<file path="src/design/mm64_pkg.sv">
// Shared constants, types and helpers for the MurmurHash64A engine.
// Used by mm64_ctrl, mm64_dpath and the murmur64a_hash top level.
`timescale 1ns / 1ps
`default_nettype none

package mm64_pkg;

   localparam logic [63:0] MUL_C   = 64'hc6a4a7935bd1e995;
   localparam int          SHIFT_R = 47;
   localparam int          ADDR_W  = 4;

   // Datapath operation codes issued by the controller.
   localparam logic [3:0] DP_NONE     = 4'd0;
   localparam logic [3:0] DP_LOAD     = 4'd1;
   localparam logic [3:0] DP_MOP_LEN  = 4'd2;
   localparam logic [3:0] DP_WB_SEED  = 4'd3;
   localparam logic [3:0] DP_MOP_WORD = 4'd4;
   localparam logic [3:0] DP_MOP_TAIL = 4'd5;
   localparam logic [3:0] DP_WB_K1    = 4'd6;
   localparam logic [3:0] DP_WB_K2    = 4'd7;
   localparam logic [3:0] DP_WB_H     = 4'd8;
   localparam logic [3:0] DP_MOP_FIN  = 4'd9;
   localparam logic [3:0] DP_WB_OUT   = 4'd10;

   typedef struct packed {
      logic [3:0] op;
   } dp_cmd_type;

   typedef struct packed {
      logic full;
      logic zero;
      logic last;
      logic out_busy;
   } dp_status_type;

   // Byte mask that keeps the low nbytes bytes of a word.
   function automatic logic [63:0] tail_mask(input logic [2:0] nbytes);
      logic [63:0] mask;
      mask = '0;
      for (int i = 0; i < 8; i++) begin
         if (3'(i) < nbytes) begin
            mask[i*8 +: 8] = 8'hff;
         end
      end
      return mask;
   endfunction

endpackage

`default_nettype wire

</file>
<file path="src/design/mm64_dpath.sv">
// Datapath of the MurmurHash64A engine: item registers, running hash,
// a shared two-stage 64-bit multiplier by the constant, and the result register.
// Depends on mm64_pkg.
`timescale 1ns / 1ps
`default_nettype none

module mm64_dpath
   import mm64_pkg::*;
(
   input  wire logic          clock,
   input  wire logic          reset,
   input  wire dp_cmd_type    cmd,
   output dp_status_type      status,
   input  wire logic [63:0]   seed,
   input  wire logic [63:0]   req_data_word,
   input  wire logic [3:0]    req_valid_bytes,
   input  wire logic          req_last_word,
   input  wire logic [15:0]   req_key_length,
   output logic               rsp_valid,
   input  wire logic          rsp_stall,
   output logic [63:0]        rsp_hash_value
);

   logic [63:0] word_ff, word_in;
   logic [3:0]  nb_ff, nb_in;
   logic        last_ff, last_in;
   logic [15:0] len_ff, len_in;
   logic [63:0] h_ff, h_in;
   logic [63:0] mop_ff, mop_in;
   logic [63:0] pp0_ff, pp0_in;
   logic [31:0] pp1_ff, pp1_in;
   logic [31:0] pp2_ff, pp2_in;
   logic [63:0] hash_ff, hash_in;
   logic        rsp_valid_ff, rsp_valid_in;
   logic [31:0] cross_sum;
   logic [63:0] prod;

   // First multiplier stage: the three partial products that reach the low
   // 64 bits of mop times the constant.
   assign pp0_in = {32'b0, mop_ff[31:0]} * {32'b0, MUL_C[31:0]};
   assign pp1_in = 32'(mop_ff[31:0] * MUL_C[63:32]);
   assign pp2_in = 32'(mop_ff[63:32] * MUL_C[31:0]);

   // Second stage: fold the cross terms into the upper half.
   assign cross_sum = pp1_ff + pp2_ff;
   assign prod      = pp0_ff + {cross_sum, 32'b0};

   always_comb begin
      word_in      = word_ff;
      nb_in        = nb_ff;
      last_in      = last_ff;
      len_in       = len_ff;
      h_in         = h_ff;
      mop_in       = mop_ff;
      hash_in      = hash_ff;
      rsp_valid_in = rsp_valid_ff & rsp_stall;
      case (cmd.op)
         DP_LOAD: begin
            word_in = req_data_word;
            nb_in   = req_valid_bytes;
            last_in = req_last_word;
            len_in  = req_key_length;
         end
         DP_MOP_LEN:  mop_in = {48'b0, len_ff};
         DP_WB_SEED:  h_in   = seed ^ prod;
         DP_MOP_WORD: mop_in = word_ff;
         DP_MOP_TAIL: mop_in = h_ff ^ (word_ff & tail_mask(nb_ff[2:0]));
         DP_WB_K1:    mop_in = prod ^ (prod >> SHIFT_R);
         DP_WB_K2:    mop_in = h_ff ^ prod;
         DP_WB_H:     h_in   = prod;
         DP_MOP_FIN:  mop_in = h_ff ^ (h_ff >> SHIFT_R);
         DP_WB_OUT: begin
            hash_in      = prod ^ (prod >> SHIFT_R);
            h_in         = '0;
            rsp_valid_in = 1'b1;
         end
         default: begin
         end
      endcase
   end

   always_ff @(posedge clock) begin
      if (reset) begin
         h_ff         <= '0;
         rsp_valid_ff <= 1'b0;
      end else begin
         h_ff         <= h_in;
         rsp_valid_ff <= rsp_valid_in;
      end
   end

   always_ff @(posedge clock) begin
      word_ff <= word_in;
      nb_ff   <= nb_in;
      last_ff <= last_in;
      len_ff  <= len_in;
      mop_ff  <= mop_in;
      pp0_ff  <= pp0_in;
      pp1_ff  <= pp1_in;
      pp2_ff  <= pp2_in;
      hash_ff <= hash_in;
   end

   // Counts of eight and above behave as a full word.
   assign status.full     = nb_ff[3];
   assign status.zero     = (nb_ff == 4'd0);
   assign status.last     = last_ff;
   assign status.out_busy = rsp_valid_ff & rsp_stall;

   assign rsp_valid      = rsp_valid_ff;
   assign rsp_hash_value = hash_ff;

endmodule

`default_nettype wire

</file>
<file path="src/design/mm64_ctrl.sv">
// Controller of the MurmurHash64A engine: sequences the shared multiplier
// through the start value, word mix, tail and finalizer. Depends on mm64_pkg.
`timescale 1ns / 1ps
`default_nettype none

module mm64_ctrl
   import mm64_pkg::*;
(
   input  wire logic          clock,
   input  wire logic          reset,
   input  wire logic          req_valid,
   output logic               req_stall,
   output dp_cmd_type         cmd,
   input  wire dp_status_type status
);

   localparam logic [3:0] S_IDLE  = 4'd0;
   localparam logic [3:0] S_START = 4'd1;
   localparam logic [3:0] S_LEN_W = 4'd2;
   localparam logic [3:0] S_LEN_B = 4'd3;
   localparam logic [3:0] S_PREP  = 4'd4;
   localparam logic [3:0] S_K1_W  = 4'd5;
   localparam logic [3:0] S_K1_B  = 4'd6;
   localparam logic [3:0] S_K2_W  = 4'd7;
   localparam logic [3:0] S_K2_B  = 4'd8;
   localparam logic [3:0] S_H_W   = 4'd9;
   localparam logic [3:0] S_H_B   = 4'd10;
   localparam logic [3:0] S_FCHK  = 4'd11;
   localparam logic [3:0] S_F_W   = 4'd12;
   localparam logic [3:0] S_F_B   = 4'd13;

   logic [3:0] state_ff, state_in;
   logic       in_key_ff, in_key_in;

   // Each _W state lets the multiplier register its partial products for
   // the operand written in the state before; the _B state uses the product.
   always_comb begin
      state_in  = state_ff;
      in_key_in = in_key_ff;
      cmd.op    = DP_NONE;
      case (state_ff)
         S_IDLE: begin
            if (req_valid) begin
               cmd.op   = DP_LOAD;
               state_in = S_START;
            end
         end
         S_START: begin
            if (in_key_ff) begin
               state_in = S_PREP;
            end else begin
               cmd.op   = DP_MOP_LEN;
               state_in = S_LEN_W;
            end
         end
         S_LEN_W: state_in = S_LEN_B;
         S_LEN_B: begin
            cmd.op   = DP_WB_SEED;
            state_in = S_PREP;
         end
         S_PREP: begin
            if (status.full) begin
               cmd.op   = DP_MOP_WORD;
               state_in = S_K1_W;
            end else if (status.zero) begin
               state_in = S_FCHK;
            end else begin
               cmd.op   = DP_MOP_TAIL;
               state_in = S_H_W;
            end
         end
         S_K1_W: state_in = S_K1_B;
         S_K1_B: begin
            cmd.op   = DP_WB_K1;
            state_in = S_K2_W;
         end
         S_K2_W: state_in = S_K2_B;
         S_K2_B: begin
            cmd.op   = DP_WB_K2;
            state_in = S_H_W;
         end
         S_H_W: state_in = S_H_B;
         S_H_B: begin
            cmd.op   = DP_WB_H;
            state_in = S_FCHK;
         end
         S_FCHK: begin
            if (status.last) begin
               cmd.op   = DP_MOP_FIN;
               state_in = S_F_W;
            end else begin
               in_key_in = 1'b1;
               state_in  = S_IDLE;
            end
         end
         S_F_W: state_in = S_F_B;
         S_F_B: begin
            // Hold here until the previous result has left the output register.
            if (!status.out_busy) begin
               cmd.op    = DP_WB_OUT;
               in_key_in = 1'b0;
               state_in  = S_IDLE;
            end
         end
         default: state_in = S_IDLE;
      endcase
   end

   always_ff @(posedge clock) begin
      if (reset) begin
         state_ff  <= S_IDLE;
         in_key_ff <= 1'b0;
      end else begin
         state_ff  <= state_in;
         in_key_ff <= in_key_in;
      end
   end

   assign req_stall = (state_ff != S_IDLE);

endmodule

`default_nettype wire

</file>
<file path="src/design/murmur64a_hash.sv">
// MurmurHash64A engine, one 64-bit key word per input beat.
// A new word is accepted only once the previous one is done: each of
// up to five products per item passes a shared two-stage multiplier in turn.
// The hash is registered from the last product and is held until taken.
// Synchronous active-high reset clears the controller, the running hash,
// the result valid flag and the seed register.
`timescale 1ns / 1ps
`default_nettype none

module murmur64a_hash
   import mm64_pkg::*;
(
   input  wire logic              clock,
   input  wire logic              reset,
   input  wire logic              req_valid,
   output logic                   req_stall,
   input  wire logic [63:0]       req_data_word,
   input  wire logic [3:0]        req_valid_bytes,
   input  wire logic              req_last_word,
   input  wire logic [15:0]       req_key_length,
   output logic                   rsp_valid,
   input  wire logic              rsp_stall,
   output logic [63:0]            rsp_hash_value,
   input  wire logic              psel,
   input  wire logic              penable,
   input  wire logic              pwrite,
   input  wire logic [ADDR_W-1:0] paddr,
   input  wire logic [63:0]       pwdata,
   output logic [63:0]            prdata,
   output logic                   pready
);

   dp_cmd_type    cmd;
   dp_status_type status;
   logic [63:0]   seed_ff, seed_in;
   logic          seed_sel;

   // The seed is the only register; it answers at every address from 0 to 7 (top bit clear).
   assign seed_sel = ~paddr[ADDR_W-1];
   assign pready   = 1'b1;
   assign prdata   = seed_sel ? seed_ff : '0;

   always_comb begin
      seed_in = seed_ff;
      if (psel && penable && pwrite && pready && seed_sel) begin
         seed_in = pwdata;
      end
   end

   always_ff @(posedge clock) begin
      if (reset) begin
         seed_ff <= '0;
      end else begin
         seed_ff <= seed_in;
      end
   end

   mm64_ctrl u_ctrl (
      .clock     (clock),
      .reset     (reset),
      .req_valid (req_valid),
      .req_stall (req_stall),
      .cmd       (cmd),
      .status    (status)
   );

   mm64_dpath u_dpath (
      .clock           (clock),
      .reset           (reset),
      .cmd             (cmd),
      .status          (status),
      .seed            (seed_ff),
      .req_data_word   (req_data_word),
      .req_valid_bytes (req_valid_bytes),
      .req_last_word   (req_last_word),
      .req_key_length  (req_key_length),
      .rsp_valid       (rsp_valid),
      .rsp_stall       (rsp_stall),
      .rsp_hash_value  (rsp_hash_value)
   );

endmodule

`default_nettype wire
</file>
<file path="config.mk">
export PLATFORM = sky130hd
export DESIGN_NAME = murmur64a_hash
export DESIGN_NICKNAME = d
export VERILOG_FILES = /design/src/design/mm64_pkg.sv /design/src/design/mm64_dpath.sv /design/src/design/mm64_ctrl.sv /design/src/design/murmur64a_hash.sv
export SDC_FILE = /design/constraint.sdc
export NUM_CORES = 2
export LEC_CHECK = 0
export BUFFER_PORTS_ARGS = -buffer_cell sky130_fd_sc_hd__buf_2
export CAP_MARGIN = 20
export CORE_ASPECT_RATIO = 0.6
export CORE_MARGIN = 10
export CORE_UTILIZATION = 35
export CTS_BUF_LIST = sky130_fd_sc_hd__clkbuf_16
export DETAILED_ROUTE_END_ITERATION = 8
export PLACE_DENSITY = 0.57
export REMOVE_ABC_BUFFERS = 1
export SETUP_SLACK_MARGIN = 0.4
export SLEW_MARGIN = 25
export SYNTH_ARGS = -nofsm -noshare
export SYNTH_HDL_FRONTEND = slang
export SYNTH_SLANG_ARGS = --single-unit
export TNS_END_PERCENT = 5
</file>
<file path="constraint.sdc">
create_clock -name clock -period 21.4 [get_ports clock]
set_input_delay 3.21 -clock clock [delete_from_list [all_inputs] [get_ports clock]]
set_output_delay 3.21 -clock clock [all_outputs]
set_load 0.03 [all_outputs]
</file>
==> summary.md <==
| Metric | Value |
|---|---|
| Arrival time worst endpoint | `9.73 ns` |
| Crit path buf inv count | `5` |
| Critical hold path startpoint | `seed_ff[28]$_SDFFE_PP0P_` |
| CP startpoint | `u_dpath.mop_ff[4]$_DFFE_PP_` |
| CTS Sinks | `473` |
| Worst setup SP type | `flip-flop` |
| Crit path time final | `9.22 ns` |
| DR vias | `41500` |
| Top area cells in the synthesized netlist | `fa_1 (27%), ha_1 (20%), edfxtp_1 (11%), dfxtp_1 (9.3%), inv_1 (8.5%)` |
| Largest net degree at the start of global routing | `102` |
| Fmax | `108 MHz` |
| Top FF cell, synth | `dfxtp_1` |
| Hold Path Class | `flip-flop to flip-flop` |
| Vias in the first global route | `41100` |
| Initial antenna violation count | `12` |
| Post-synth top area share | `27.3%` |
| Grt total ovfl | `0` |
| H-tree Lvls | `2` |
| Initial drt markers | `4173` |
| Num ports | `291` |
| IO buf count | `286` |
| GRT Total Usage | `21.6%` |
| Number of max-cap violations | `0` |
| Post-DP HPWL | `163000 um` |
| Status | `complete, no violations` |
| Worst-margin pin slew | `1.23 ns` |
| Final ANT Viol Nets | `0` |
| Die footprint | `177000 um2` |
| Post-synth EDFFs | `213` |
| Final setup vio count | `0` |
| Commonest non-fill, non-tap cell in the layout | `inv_1` |
| Root buf cell | `clkbuf_16` |
| Area grow syn2layout | `10.8%` |
| Most frequent cells in the layout | `inv_1 (1280), ha_1 (873), fa_1 (764)` |
| Clock-pin slew on the worst setup and hold paths | `0.06 ns` |
| Crit path max-delay cell type | `a21oi_1` |
| Critical path data required time | `21.91 ns` |
| Number of CTS-inserted buffers | `53` |
| Post-synth top area cell | `fa_1` |
| Crit path cell chain | `buf_4 -> fa_1 -> inv_1 -> fa_1 -> fa_1 -> inv_1 -> fa_1 -> fa_1 -> fa_1 -> fa_1 -> inv_1 -> fa_1 -> inv_1 -> ha_1 -> a21oi_1 -> o21ai_0 -> a21oi_1 -> o31a_1 -> and4_1 -> o31a_1 -> o21ai_1 -> a31oi_1 -> xnor2_1` |
| Synth Cell Area | `56000 um2` |
| Post-synth ARST share | `0%` |
| Synth Warn # | `0` |
| Final Max Slew Viols | `0` |
| Reg-to-Reg Start | `u_dpath.mop_ff[4]$_DFFE_PP_` |
| First-pass GRT wire length | `284000 um` |
| Setup TNS | `0 ns` |
| Unique cell type count in the Yosys netlist | `92` |
| Postcts setup bufs | `0` |
| Synth Area per Inst | `9.88 um2` |
| Share of layout cells above drive strength 1 | `8.47%` |
| Die width | `536 um` |
| Die Y | `330 um` |
| Post-cts sizing count | `0` |
| TritonRoute pass-1 iters | `6` |
| Avg Vias per Cell | `5.11` |
| Design Area, Final | `62000 um2` |
| CTS tree | `done` |
| DRC Markers | `0` |
| Crit-path max cell delay | `0.80 ns` |
| CP max FO | `16` |
| Hold Fails Final Rpt | `0` |
| CTS Hold Bufs | `0` |
| Starting Density | `35.3%` |
| WL final | `194000 um` |
| Final Cycle Share | `43.1%` |
| Core area | `159000 um2` |
| Worst setup path category | `flip-flop to flip-flop` |
| Cell count after synthesis | `5665` |
| Final Net Count | `7739` |
| Unrepaired setup endpoints after global routing | `false` |
| Routability cong. | `0.983` |
| Register area share after synthesis | `20.7%` |
| CTS Buffer Depth | `3` |
| Fin util | `39.1%` |
| Worst path most repeated cell | `fa_1` |
| Post-Place Cell Area | `60300 um2` |
| Crit end category | `flip-flop` |
| Worst slew margin | `17.8%` |
| Cell Rows | `113` |
| Top delay family on crit path | `adder cells` |
| Number of synthesized register bits | `473` |
| Clock skew | `0.0413 ns` |
| WL per Instance | `24.0 um` |
| Worst skew pair latency | `0.68 ns` |
## final cells by class
| class | count | area (um2) |
|---|---|---|
| clock inverter | 43 | 375 |
| antenna | 3 | 7.51 |
| timing repair buffer | 360 | 2000 |
| fill | 15800 | 96600 |
| sequential | 473 | 11600 |
| tap | 2127 | 2660 |
| clock buffer | 55 | 1380 |
| multi-input combinational | 3780 | 39200 |
| inverter | 1274 | 4780 |
## kinds of logic (layout without fill, tap and decap cells)
logic type,after synthesis,count (layout),synth area share [%]
other cells,1,4,0.00670
mux,1,1,0.0179
simple gates,925,925,7.52
buf+inv,1412,1732,9.48
xor+xnor,276,276,4.42
fa+ha+maj,1637,1637,46.8
flops,473,473,20.7
compound gates,940,940,11.0
## sequential cells by signal, indices dropped and copies added (netlist names), 32 cells and up
name / cells
seed_ff: 64
u_dpath.h_ff: 64
u_dpath.mop_ff: 64
u_dpath.rsp_hash_value: 64
u_dpath.word_ff: 64
u_dpath.pp0_ff: 62
u_dpath.pp1_ff: 32
u_dpath.pp2_ff: 32
## layer usage
layer | track usage [%] | routed length [um] | up-vias
li1 | - | - | 19000
met1 | 34.5 | 97200 | 20600
met4 | 2.63 | 2370 | 4
met3 | 8.36 | 25300 | 122
met2 | 27.3 | 69600 | 1753
met5 | 0 | 26 | -
## tightest hold or removal path, delay by kind of cell, from the launching register on
kind / cells / cell delay [ns]
compound gates: 1 / 0.05
simple gates: 1 / 0.06
flops: 1 / 0.33
## cell usage after synthesis, types with 16 or more instances
cell type,count
nand2b_1,21
nor2_1,234
nand3_1,40
and3_1,20
o21a_1,38
a211oi_1,58
ha_1,873
a21oi_1,247
a221o_1,27
nor2b_1,85
a311oi_1,16
xnor2_1,190
inv_1,1274
edfxtp_1,213
fa_1,764
a21o_1,79
nand2_1,367
clkbuf_1,123
o21bai_1,20
a222oi_1,33
nor3_1,78
dfxtp_1,260
o21ai_0,267
xor2_1,80
## metrics by stage
stage          hold slack (ns)  setup slack [ns]  instances
6_report                 0.480             12.18       8115
5_1_grt                  0.508             11.88       8112
4_1_cts                  0.484             12.46       8112
3_5_place_dp             0.475             12.46       8014
3_3_place_gp             0.466             12.50       8014
2_1_floorplan            0.439             11.01       5527
## worst paths after layout
kind                                 to  cells past startpoint  slack (ns)
min reg2reg    seed_ff[28]$_SDFFE_PP0P_                      2        0.48
max          u_dpath.pp0_ff[56]$_DFF_P_                     23       12.18
min            seed_ff[28]$_SDFFE_PP0P_                      2        0.48
max reg2reg  u_dpath.pp0_ff[56]$_DFF_P_                     23       12.18
Power is left out: the tool's default activity adds up to more than one toggle a clock period on the data nets, which glitch-free logic cannot reach.
